## src/rtl/core/ahcfp_pkg.sv

```systemverilog
// ============================================================================
// ahcfp_pkg
// Shared constants, types and hex decoding functions for the ASCII hex
// control frame parser.
// ============================================================================
package ahcfp_pkg;

    localparam logic [7:0] START_MARK = 8'h21;
    localparam logic [7:0] ID_CONTROL = 8'h63;
    localparam logic [7:0] ID_PAD_ONE = 8'h6A;
    localparam logic [7:0] ID_PAD_TWO = 8'h4A;
    localparam logic [7:0] DIGIT_LAST = 8'h39;
    localparam logic [7:0] DIGIT_ZERO = 8'h30;
    localparam logic [7:0] ALPHA_BIAS = 8'h37;

    localparam int         STORE_DEPTH = 20;
    localparam logic [4:0] CONTROL_LEN = 5'd10;
    localparam logic [4:0] PAD_LEN     = 5'd22;
    localparam logic [4:0] CHECK_GAP   = 5'd4;
    localparam logic [4:0] POS_HUNT    = 5'd0;
    localparam logic [4:0] POS_ID      = 5'd1;
    localparam logic [4:0] POS_BODY    = 5'd2;

    localparam logic [1:0] KIND_CONTROL = 2'd0;
    localparam logic [1:0] KIND_PAD_ONE = 2'd1;
    localparam logic [1:0] KIND_PAD_TWO = 2'd2;

    typedef logic [STORE_DEPTH-1:0][7:0] t_frame_bytes;

    typedef struct packed {
        logic [1:0]        packet_kind;
        logic [3:0]        drive_mode;
        logic              enable_flag;
        logic              estop_flag;
        logic [7:0]        switch_bits;
        logic [15:0]       button_bits;
        logic signed [7:0] axis_left_x;
        logic signed [7:0] axis_left_y;
        logic signed [7:0] axis_right_x;
        logic signed [7:0] axis_right_y;
        logic signed [7:0] trigger_left;
        logic signed [7:0] trigger_right;
    } t_result;

    function automatic logic [7:0] hex_digit(input logic [7:0] c);
        if (c <= DIGIT_LAST) begin
            return c - DIGIT_ZERO;
        end
        return c - ALPHA_BIAS;
    endfunction

    function automatic logic [7:0] hex_byte(input logic [7:0] c1, input logic [7:0] c0);
        logic [7:0] d1;
        d1 = hex_digit(c1);
        return {d1[3:0], 4'b0000} + hex_digit(c0);
    endfunction

    function automatic logic [15:0] hex_word(input logic [7:0] c3, input logic [7:0] c2,
                                             input logic [7:0] c1, input logic [7:0] c0);
        logic [7:0] d3;
        d3 = hex_digit(c3);
        return {d3[3:0], 12'h000} + {hex_digit(c2), 8'h00}
             + {4'h0, hex_digit(c1), 4'h0} + {8'h00, hex_digit(c0)};
    endfunction

endpackage

```

## src/rtl/core/ahcfp_if.sv

```systemverilog
// ============================================================================
// ahcfp_byte_if / ahcfp_result_if
// Valid/ready channels for received bytes and for decoded frame results.
// ============================================================================
interface ahcfp_byte_if;
    logic       valid;
    logic       ready;
    logic [7:0] data_byte;

    modport source (output valid, output data_byte, input ready);
    modport sink   (input valid, input data_byte, output ready);
endinterface

interface ahcfp_result_if;
    logic              valid;
    logic              ready;
    logic [1:0]        packet_kind;
    logic [3:0]        drive_mode;
    logic              enable_flag;
    logic              estop_flag;
    logic [7:0]        switch_bits;
    logic [15:0]       button_bits;
    logic signed [7:0] axis_left_x;
    logic signed [7:0] axis_left_y;
    logic signed [7:0] axis_right_x;
    logic signed [7:0] axis_right_y;
    logic signed [7:0] trigger_left;
    logic signed [7:0] trigger_right;

    modport source (output valid, output packet_kind, output drive_mode, output enable_flag,
                    output estop_flag, output switch_bits, output button_bits,
                    output axis_left_x, output axis_left_y, output axis_right_x,
                    output axis_right_y, output trigger_left, output trigger_right,
                    input ready);
    modport sink   (input valid, input packet_kind, input drive_mode, input enable_flag,
                    input estop_flag, input switch_bits, input button_bits,
                    input axis_left_x, input axis_left_y, input axis_right_x,
                    input axis_right_y, input trigger_left, input trigger_right,
                    output ready);
endinterface

```

## src/rtl/core/ahcfp_decode.sv

```systemverilog
// ============================================================================
// ahcfp_decode
// Decodes the stored frame bytes into result fields and checks the sum.
// ============================================================================
module ahcfp_decode (
    input  ahcfp_pkg::t_frame_bytes i_frame,
    input  logic [1:0]              i_kind,
    input  logic [7:0]              i_sum,
    output logic                    o_check_ok,
    output ahcfp_pkg::t_result      o_result
);
    import ahcfp_pkg::*;

    logic [7:0] check_byte;
    logic [7:0] control_word;

    always_comb begin
        check_byte   = (i_kind == KIND_CONTROL) ? hex_byte(i_frame[6], i_frame[7])
                                                : hex_byte(i_frame[18], i_frame[19]);
        o_check_ok   = (check_byte == i_sum);
        control_word = hex_byte(i_frame[2], i_frame[3]);
        o_result     = '0;
        o_result.packet_kind = i_kind;
        if (i_kind == KIND_CONTROL) begin
            o_result.drive_mode  = control_word[3:0];
            o_result.enable_flag = control_word[4];
            o_result.estop_flag  = control_word[5];
            o_result.switch_bits = hex_byte(i_frame[4], i_frame[5]);
        end else begin
            o_result.button_bits   = hex_word(i_frame[2], i_frame[3], i_frame[4], i_frame[5]);
            o_result.axis_left_x   = hex_byte(i_frame[6], i_frame[7]);
            o_result.axis_left_y   = hex_byte(i_frame[8], i_frame[9]);
            o_result.axis_right_x  = hex_byte(i_frame[10], i_frame[11]);
            o_result.axis_right_y  = hex_byte(i_frame[12], i_frame[13]);
            o_result.trigger_left  = hex_byte(i_frame[14], i_frame[15]);
            o_result.trigger_right = hex_byte(i_frame[16], i_frame[17]);
        end
    end

endmodule

```

## src/rtl/core/ascii_hex_control_frame_parser.sv

```systemverilog
// ============================================================================
// ascii_hex_control_frame_parser
// Parses '!'-started ASCII hex control and gamepad frames from a byte stream.
// ============================================================================
// Throughput is one byte per cycle unless a finished result must wait; each
// byte passes an input register and then updates the frame state. A good
// frame's last byte passes the input register, then its result is registered
// and valid; while it waits, input stalls only at another good frame's end.
// Reset clears the position, kind, sum and both valid flags; the stored
// frame bytes are not reset.
module ascii_hex_control_frame_parser (
    input  logic                  i_clk,
    input  logic                  i_rst_n,
    ahcfp_byte_if.sink            i_byte,
    ahcfp_result_if.source        o_result
);
    import ahcfp_pkg::*;

    logic         r_in_valid;
    logic [7:0]   r_in_byte;
    logic [4:0]   r_pos,  n_pos;
    logic [1:0]   r_kind, n_kind;
    logic [7:0]   r_sum,  n_sum;
    t_frame_bytes r_frame;
    logic         r_out_valid;
    t_result      r_result;

    logic         stage_go;
    logic         wr_en;
    logic [4:0]   wr_idx;
    logic         emit;
    logic [4:0]   frame_len;
    logic         check_ok;
    t_result      dec_result;

    ahcfp_decode u_decode (
        .i_frame    (r_frame),
        .i_kind     (r_kind),
        .i_sum      (r_sum),
        .o_check_ok (check_ok),
        .o_result   (dec_result)
    );

    assign stage_go     = r_in_valid && (!emit || !r_out_valid || o_result.ready);
    assign i_byte.ready = !r_in_valid || stage_go;

    always_comb begin
        n_pos     = r_pos;
        n_kind    = r_kind;
        n_sum     = r_sum;
        wr_en     = 1'b0;
        wr_idx    = r_pos;
        emit      = 1'b0;
        frame_len = (r_kind == KIND_CONTROL) ? CONTROL_LEN : PAD_LEN;
        if (r_in_byte == START_MARK) begin
            wr_en  = 1'b1;
            wr_idx = POS_HUNT;
            n_sum  = r_in_byte;
            n_pos  = POS_ID;
        end else if (r_pos == POS_HUNT) begin
            n_pos = POS_HUNT;
        end else if (r_pos == POS_ID) begin
            n_pos = POS_BODY;
            wr_en = 1'b1;
            n_sum = r_sum + r_in_byte;
            if (r_in_byte == ID_CONTROL) begin
                n_kind = KIND_CONTROL;
            end else if (r_in_byte == ID_PAD_ONE) begin
                n_kind = KIND_PAD_ONE;
            end else if (r_in_byte == ID_PAD_TWO) begin
                n_kind = KIND_PAD_TWO;
            end else begin
                n_pos = POS_HUNT;
                wr_en = 1'b0;
                n_sum = r_sum;
            end
        end else if (r_pos >= frame_len) begin
            n_pos = POS_HUNT;
        end else begin
            if (r_pos < frame_len - CHECK_GAP) begin
                n_sum = r_sum + r_in_byte;
            end
            wr_en = (r_pos < 5'(STORE_DEPTH));
            if (r_pos + 5'd1 < frame_len) begin
                n_pos = r_pos + 5'd1;
            end else begin
                n_pos = POS_HUNT;
                emit  = check_ok;
            end
        end
    end

    always_ff @(posedge i_clk) begin
        if (!i_rst_n) begin
            r_in_valid  <= 1'b0;
            r_out_valid <= 1'b0;
            r_pos       <= POS_HUNT;
            r_kind      <= KIND_CONTROL;
            r_sum       <= 8'h00;
        end else begin
            if (i_byte.ready) begin
                r_in_valid <= i_byte.valid;
            end
            if (stage_go) begin
                r_pos  <= n_pos;
                r_kind <= n_kind;
                r_sum  <= n_sum;
            end
            r_out_valid <= (r_out_valid && !o_result.ready) || (stage_go && emit);
        end
    end

    always_ff @(posedge i_clk) begin
        if (i_byte.valid && i_byte.ready) begin
            r_in_byte <= i_byte.data_byte;
        end
        if (stage_go && emit) begin
            r_result <= dec_result;
        end
        for (int i = 0; i < STORE_DEPTH; i++) begin
            if (stage_go && wr_en && (wr_idx == 5'(i))) begin
                r_frame[i] <= r_in_byte;
            end
        end
    end

    assign o_result.valid         = r_out_valid;
    assign o_result.packet_kind   = r_result.packet_kind;
    assign o_result.drive_mode    = r_result.drive_mode;
    assign o_result.enable_flag   = r_result.enable_flag;
    assign o_result.estop_flag    = r_result.estop_flag;
    assign o_result.switch_bits   = r_result.switch_bits;
    assign o_result.button_bits   = r_result.button_bits;
    assign o_result.axis_left_x   = r_result.axis_left_x;
    assign o_result.axis_left_y   = r_result.axis_left_y;
    assign o_result.axis_right_x  = r_result.axis_right_x;
    assign o_result.axis_right_y  = r_result.axis_right_y;
    assign o_result.trigger_left  = r_result.trigger_left;
    assign o_result.trigger_right = r_result.trigger_right;

endmodule

```

## src/flat_wrapper.sv

```systemverilog
// flat-port wrapper written by rule: the top's interface ports become plain ports
module ascii_hex_control_frame_parser_flat import ahcfp_pkg::*;
  (i_clk, i_rst_n, i_byte_valid, i_byte_data_byte, i_byte_ready, o_result_valid, o_result_packet_kind, o_result_drive_mode, o_result_enable_flag, o_result_estop_flag, o_result_switch_bits, o_result_button_bits, o_result_axis_left_x, o_result_axis_left_y, o_result_axis_right_x, o_result_axis_right_y, o_result_trigger_left, o_result_trigger_right, o_result_ready);
  ahcfp_byte_if i_byte_i ();
  ahcfp_result_if o_result_i ();
  input  logic i_clk;
  input  logic i_rst_n;
  input wire logic [$bits(i_byte_i.valid)-1:0] i_byte_valid;
  input wire logic [$bits(i_byte_i.data_byte)-1:0] i_byte_data_byte;
  output wire logic [$bits(i_byte_i.ready)-1:0] i_byte_ready;
  output wire logic [$bits(o_result_i.valid)-1:0] o_result_valid;
  output wire logic [$bits(o_result_i.packet_kind)-1:0] o_result_packet_kind;
  output wire logic [$bits(o_result_i.drive_mode)-1:0] o_result_drive_mode;
  output wire logic [$bits(o_result_i.enable_flag)-1:0] o_result_enable_flag;
  output wire logic [$bits(o_result_i.estop_flag)-1:0] o_result_estop_flag;
  output wire logic [$bits(o_result_i.switch_bits)-1:0] o_result_switch_bits;
  output wire logic [$bits(o_result_i.button_bits)-1:0] o_result_button_bits;
  output wire logic [$bits(o_result_i.axis_left_x)-1:0] o_result_axis_left_x;
  output wire logic [$bits(o_result_i.axis_left_y)-1:0] o_result_axis_left_y;
  output wire logic [$bits(o_result_i.axis_right_x)-1:0] o_result_axis_right_x;
  output wire logic [$bits(o_result_i.axis_right_y)-1:0] o_result_axis_right_y;
  output wire logic [$bits(o_result_i.trigger_left)-1:0] o_result_trigger_left;
  output wire logic [$bits(o_result_i.trigger_right)-1:0] o_result_trigger_right;
  input wire logic [$bits(o_result_i.ready)-1:0] o_result_ready;
  assign i_byte_i.valid = i_byte_valid;
  assign i_byte_i.data_byte = i_byte_data_byte;
  assign i_byte_ready = i_byte_i.ready;
  assign o_result_valid = o_result_i.valid;
  assign o_result_packet_kind = o_result_i.packet_kind;
  assign o_result_drive_mode = o_result_i.drive_mode;
  assign o_result_enable_flag = o_result_i.enable_flag;
  assign o_result_estop_flag = o_result_i.estop_flag;
  assign o_result_switch_bits = o_result_i.switch_bits;
  assign o_result_button_bits = o_result_i.button_bits;
  assign o_result_axis_left_x = o_result_i.axis_left_x;
  assign o_result_axis_left_y = o_result_i.axis_left_y;
  assign o_result_axis_right_x = o_result_i.axis_right_x;
  assign o_result_axis_right_y = o_result_i.axis_right_y;
  assign o_result_trigger_left = o_result_i.trigger_left;
  assign o_result_trigger_right = o_result_i.trigger_right;
  assign o_result_i.ready = o_result_ready;
  ascii_hex_control_frame_parser u_core (.i_clk(i_clk), .i_rst_n(i_rst_n), .i_byte(i_byte_i), .o_result(o_result_i));
endmodule
```

## config.mk

```make
export PLATFORM = sky130hd
export DESIGN_NAME = ascii_hex_control_frame_parser_flat
export DESIGN_NICKNAME = d
export VERILOG_FILES = /design/src/rtl/core/ahcfp_pkg.sv /design/src/rtl/core/ahcfp_if.sv /design/src/rtl/core/ahcfp_decode.sv /design/src/rtl/core/ascii_hex_control_frame_parser.sv /design/src/flat_wrapper.sv
export SDC_FILE = /design/constraint.sdc
export NUM_CORES = 1
export LEC_CHECK = 0
export ABC_AREA = 1
export BUFFER_PORTS_ARGS = -buffer_cell sky130_fd_sc_hd__buf_2
export CAP_MARGIN = 5
export CORE_MARGIN = 4
export CORE_UTILIZATION = 30
export CTS_BUF_LIST = sky130_fd_sc_hd__clkbuf_8
export DETAILED_ROUTE_END_ITERATION = 16
export PLACE_DENSITY = 0.42
export SLEW_MARGIN = 20
export SYNTH_ARGS = -nofsm -noshare
export SYNTH_HDL_FRONTEND = slang
export SYNTH_SLANG_ARGS = --single-unit
```

## constraint.sdc

```tcl
create_clock -name i_clk -period 7.7 [get_ports i_clk]
set_clock_uncertainty 0.05 [all_clocks]
set_input_delay 0.77 -clock i_clk [delete_from_list [all_inputs] [get_ports i_clk]]
set_output_delay 0.77 -clock i_clk [all_outputs]
set_load 0.005 [all_outputs]
```

==> flow_summary.ini <==
[status]
status = finished, final reports clean

[drt]
vias_per_cell = 4.48
remaining_drc_errors = 0
drt_iter0_markers = 401
routedWlPerCell_microns = 15.1
postRouteAntennaNets = 0
drt_wl_total_mm = 33.4
dr_total_vias = 9883
drt_first_pass_iters = 5

[power]
vdd_drop_max_mv = 0.0991
p_int_uw = 2180
sequentialPowerShare_pct = 52.5
power_density_nw_per_um2 = 177
combinationalPowerShare_pct = 5.6
p_leak_uw = 0.00691
p_switching_uw = 681
swShare_pct = 23.8
clockPowerShare_pct = 41.9

[die]
die_area_sq_um = 50400
die_w_microns = 224
initial_core_util_pct = 30.2
die_h_microns = 224
io_pins = 94
core_sq_um = 46500
rows = 79

[global_routing]
grt_pass1_vias = 9862
grt_usage_pct = 13.2
grt_first_pass_wirelength_mm = 52.9
busiest_layer = met2
met3_usage_pct = 2.69
grt_max_degree = 57
antenna_found_initial = 2
grtUsageMet1_pct = 17.4
grt-ovfl-total = 0
met2_usage_pct = 21.9

[critical_path]
worstSetupPathDepth = 23
crit_required_ns = 6.88
cp-start-kind = flop
r2r_start = u_core.r_frame[56]
crit_fanout = 10
crit_end = i_byte_ready
crit_chain = inv_1, ha_1, o21ai_1, nand2_2, nand2_4, nand3_1, xor2_1, ha_1, fa_1, inv_1, nand2_1, nand3_1, nand2_1, inv_1, nand3_1, nor2_2, nand2_1, nor2_1, nand2_1, nor2_4, nand3_1, nand3b_1, buf_2
crit_path_start = u_core.r_frame[56]
critical_path.top_delay_family = simple AND/OR/NAND/NOR gates
r2r_end = u_core.r_frame[48]
reg2reg_slack_ns = 3.26
r2r_cells = 25
critical_path.max_stage_delay_ns = 0.46
cp.arrival_ns = 4.20
slowest_stage = fa_1
path_buf_inv = 4
end_kind = output port
path_class = reg2out

[synth]
ys_warn_count = 0
synth-xor-area-share_pct = 5.05
syn_avg_cell_area_sq_um = 9.82
syn-cell-area_sq_um = 14000
syn-num-nets = 1567
synth_compound_area_share_pct = 7.32
syn_inst = 1430
synth.distinct_cells = 43
synth_seq_cells = 249
synthMuxAreaShare_pct = 0
synth_fa_ha_area_share_pct = 11.7
synth_top_family_by_area = simple AND/OR/NAND/NOR gates
synth-simple-area-share_pct = 17.6
yosysSeqAreaShare_pct = 52.0

[timing]
slew_violations = 0
min_period_ns = 5.02
tightest_slew_ns = 0.829
rsz0062_at_grt = no
period_share_pct = 65.2
finalHoldViolations = 0
setup_violations = 0
setup_ws_ns = 2.68
slew_headroom_pct = 44.5
fin_setup_tns_ns = 0
max_freq_ghz = 0.199

[cts]
clock_sinks = 249
cts_hold_buf = 0
cts_tree = built
h-tree-depth = 2
cts_root_buf = clkbuf_8
insertion_delay_ns = 0.60
clk_path_buf_depth = 3
cts_inserted_buffers = 46
cts_setup_buffers = 0
cts_resized = 0
path_clk_slew_ns = 0.06

[final_layout]
fillCellCount = 4764
final_nets = 1704
drive_above_1_share_pct = 12.9
mostFrequentLayoutCells = nand2_1, edfxtp_1, inv_1
layout_commonest_cell = nand2_1
syn2layout_area_growth_pct = 15.0

[placed_design]
portBuffers = 93
hpwl_mm = 22.5
place_congestion = 0.819
post-place-ws_ns = 3.20

[worst_hold_path]
hold_class = in2reg

[run]
drv_cap = 0
final cells by class:
| class | instances | area [sq um] | area share (%) |
|---|---|---|---|
| multi-input cells | 949 | 5870 | 36.3 |
| inverters | 216 | 816 | 5.05 |
| clock buffers | 48 | 661 | 4.09 |
| repair buffers | 105 | 556 | 3.44 |
| diodes | 1 | 2.50 | 0.0155 |
| well taps | 607 | 759 | 4.70 |
| clock inverters | 31 | 183 | 1.13 |
| flip-flops and latches | 249 | 7310 | 45.2 |
cell usage after synthesis (all sizes together):
library cell	count	area share, %
edfxtp	232	50
nand4	21	1.0
nor3	13	0.46
a311oi	1	0.062
a31oi	5	0.22
a21o	2	0.11
nor3b	1	0.053
nor2	161	4.7
o21bai	1	0.053
nand3b	5	0.27
a211o	2	0.12
o211a	1	0.071
nand2	251	7.2
xnor2	10	0.62
or2	2	0.089
o2111ai	7	0.44
buf	10	0.37
a21oi	71	2.5
xor2	71	4.4
dfxtp	17	2.4
fa	10	1.4
a211oi	3	0.16
inv	216	5.8
nor4	1	0.045
o211ai	7	0.37
o21a	1	0.053
nand3	102	3.8
clkbuf	6	0.16
ha	115	10
o21ai	83	3.0
a32o	2	0.14
registers in the layout (all words and copies together) (netlist names):
| register | cells |
|---|---|
| u_core.o_result.button_bits | 16 |
| u_core.o_result.estop_flag | 1 |
| u_core.o_result.drive_mode | 4 |
| u_core.o_result.axis_left_x | 8 |
| u_core.o_result.trigger_left | 8 |
| u_core.o_result.trigger_right | 8 |
| u_core.o_result.valid | 1 |
| u_core.r_pos | 5 |
| u_core.r_sum | 8 |
| u_core.o_result.axis_right_x | 8 |
| u_core.r_in_byte | 8 |
| u_core.o_result.switch_bits | 8 |
| u_core.o_result.packet_kind | 2 |
| u_core.o_result.axis_left_y | 8 |
| u_core.r_in_valid | 1 |
| u_core.o_result.enable_flag | 1 |
| u_core.r_frame | 144 |
| u_core.r_kind | 2 |
| u_core.o_result.axis_right_y | 8 |
per-stage QoR:
step	instance area (sq um)	std cells	hold WS, ns	total power, uW	utilization, %
5_1_grt	16100	2205	0.254	2990	34.8
6_report	16200	2206	0.300	2860	34.8
4_1_cts	16100	2205	0.231	2920	34.8
3_3_place_gp	15300	2126	0.468	1690	32.9
3_5_place_dp	15300	2126	0.464	1690	32.9
2_1_floorplan	14000	1430	0.400	1630	-
worst reg2reg max path, delay by kind of cell (launching register included):
family                     cells  cell delay (ns)
adders and majority gates      3             0.92
buffers and inverters          4             0.35
DFF                            1             0.41
xor gates and xnor gates       1             0.17
and+or+nand+nor               16             2.03
AOI/OAI and AO/OA              1             0.14
logic make-up after synthesis:
kind of cell    after synthesis
simple gates                557
flops                       249
buf+inv                     232
compound gates              186
fa+ha+maj                   125
xor+xnor                     81
how the worst min path moves through the flow:
| stage | startpoint | slack, ns | endpoint | cells after the start |
|---|---|---|---|---|
| global placement | u_core.r_kind[1] | 0.47 | u_core.o_result.packet_kind[1] | 0 |
| finish | i_byte_data_byte[1] | 0.30 | u_core.r_in_byte[1] | 1 |
| CTS | i_byte_data_byte[1] | 0.23 | u_core.r_in_byte[1] | 1 |
| floorplan | u_core.r_kind[0] | 0.40 | u_core.o_result.packet_kind[0] | 0 |
| global route | i_byte_data_byte[1] | 0.25 | u_core.r_in_byte[1] | 1 |
| detailed placement | u_core.r_kind[1] | 0.46 | u_core.o_result.packet_kind[1] | 0 |
power groups by stage:
stage | Combinational (uW) | Sequential (uW) | Clock (uW)
floorplan | 95.3 | 1530 | 0
global placement | 165 | 1530 | 0
detailed placement | 165 | 1530 | 0
CTS | 166 | 1500 | 1260
global route | 182 | 1500 | 1310
finish | 161 | 1500 | 1200
layer usage:
| layer | wire, microns | up-vias |
|---|---|---|
| met5 | 0 | - |
| met4 | 985 | 0 |
| met3 | 1390 | 67 |
| met2 | 15300 | 164 |
| met1 | 15700 | 4569 |
| li1 | - | 5083 |
(Power assumes the default switching activity.)
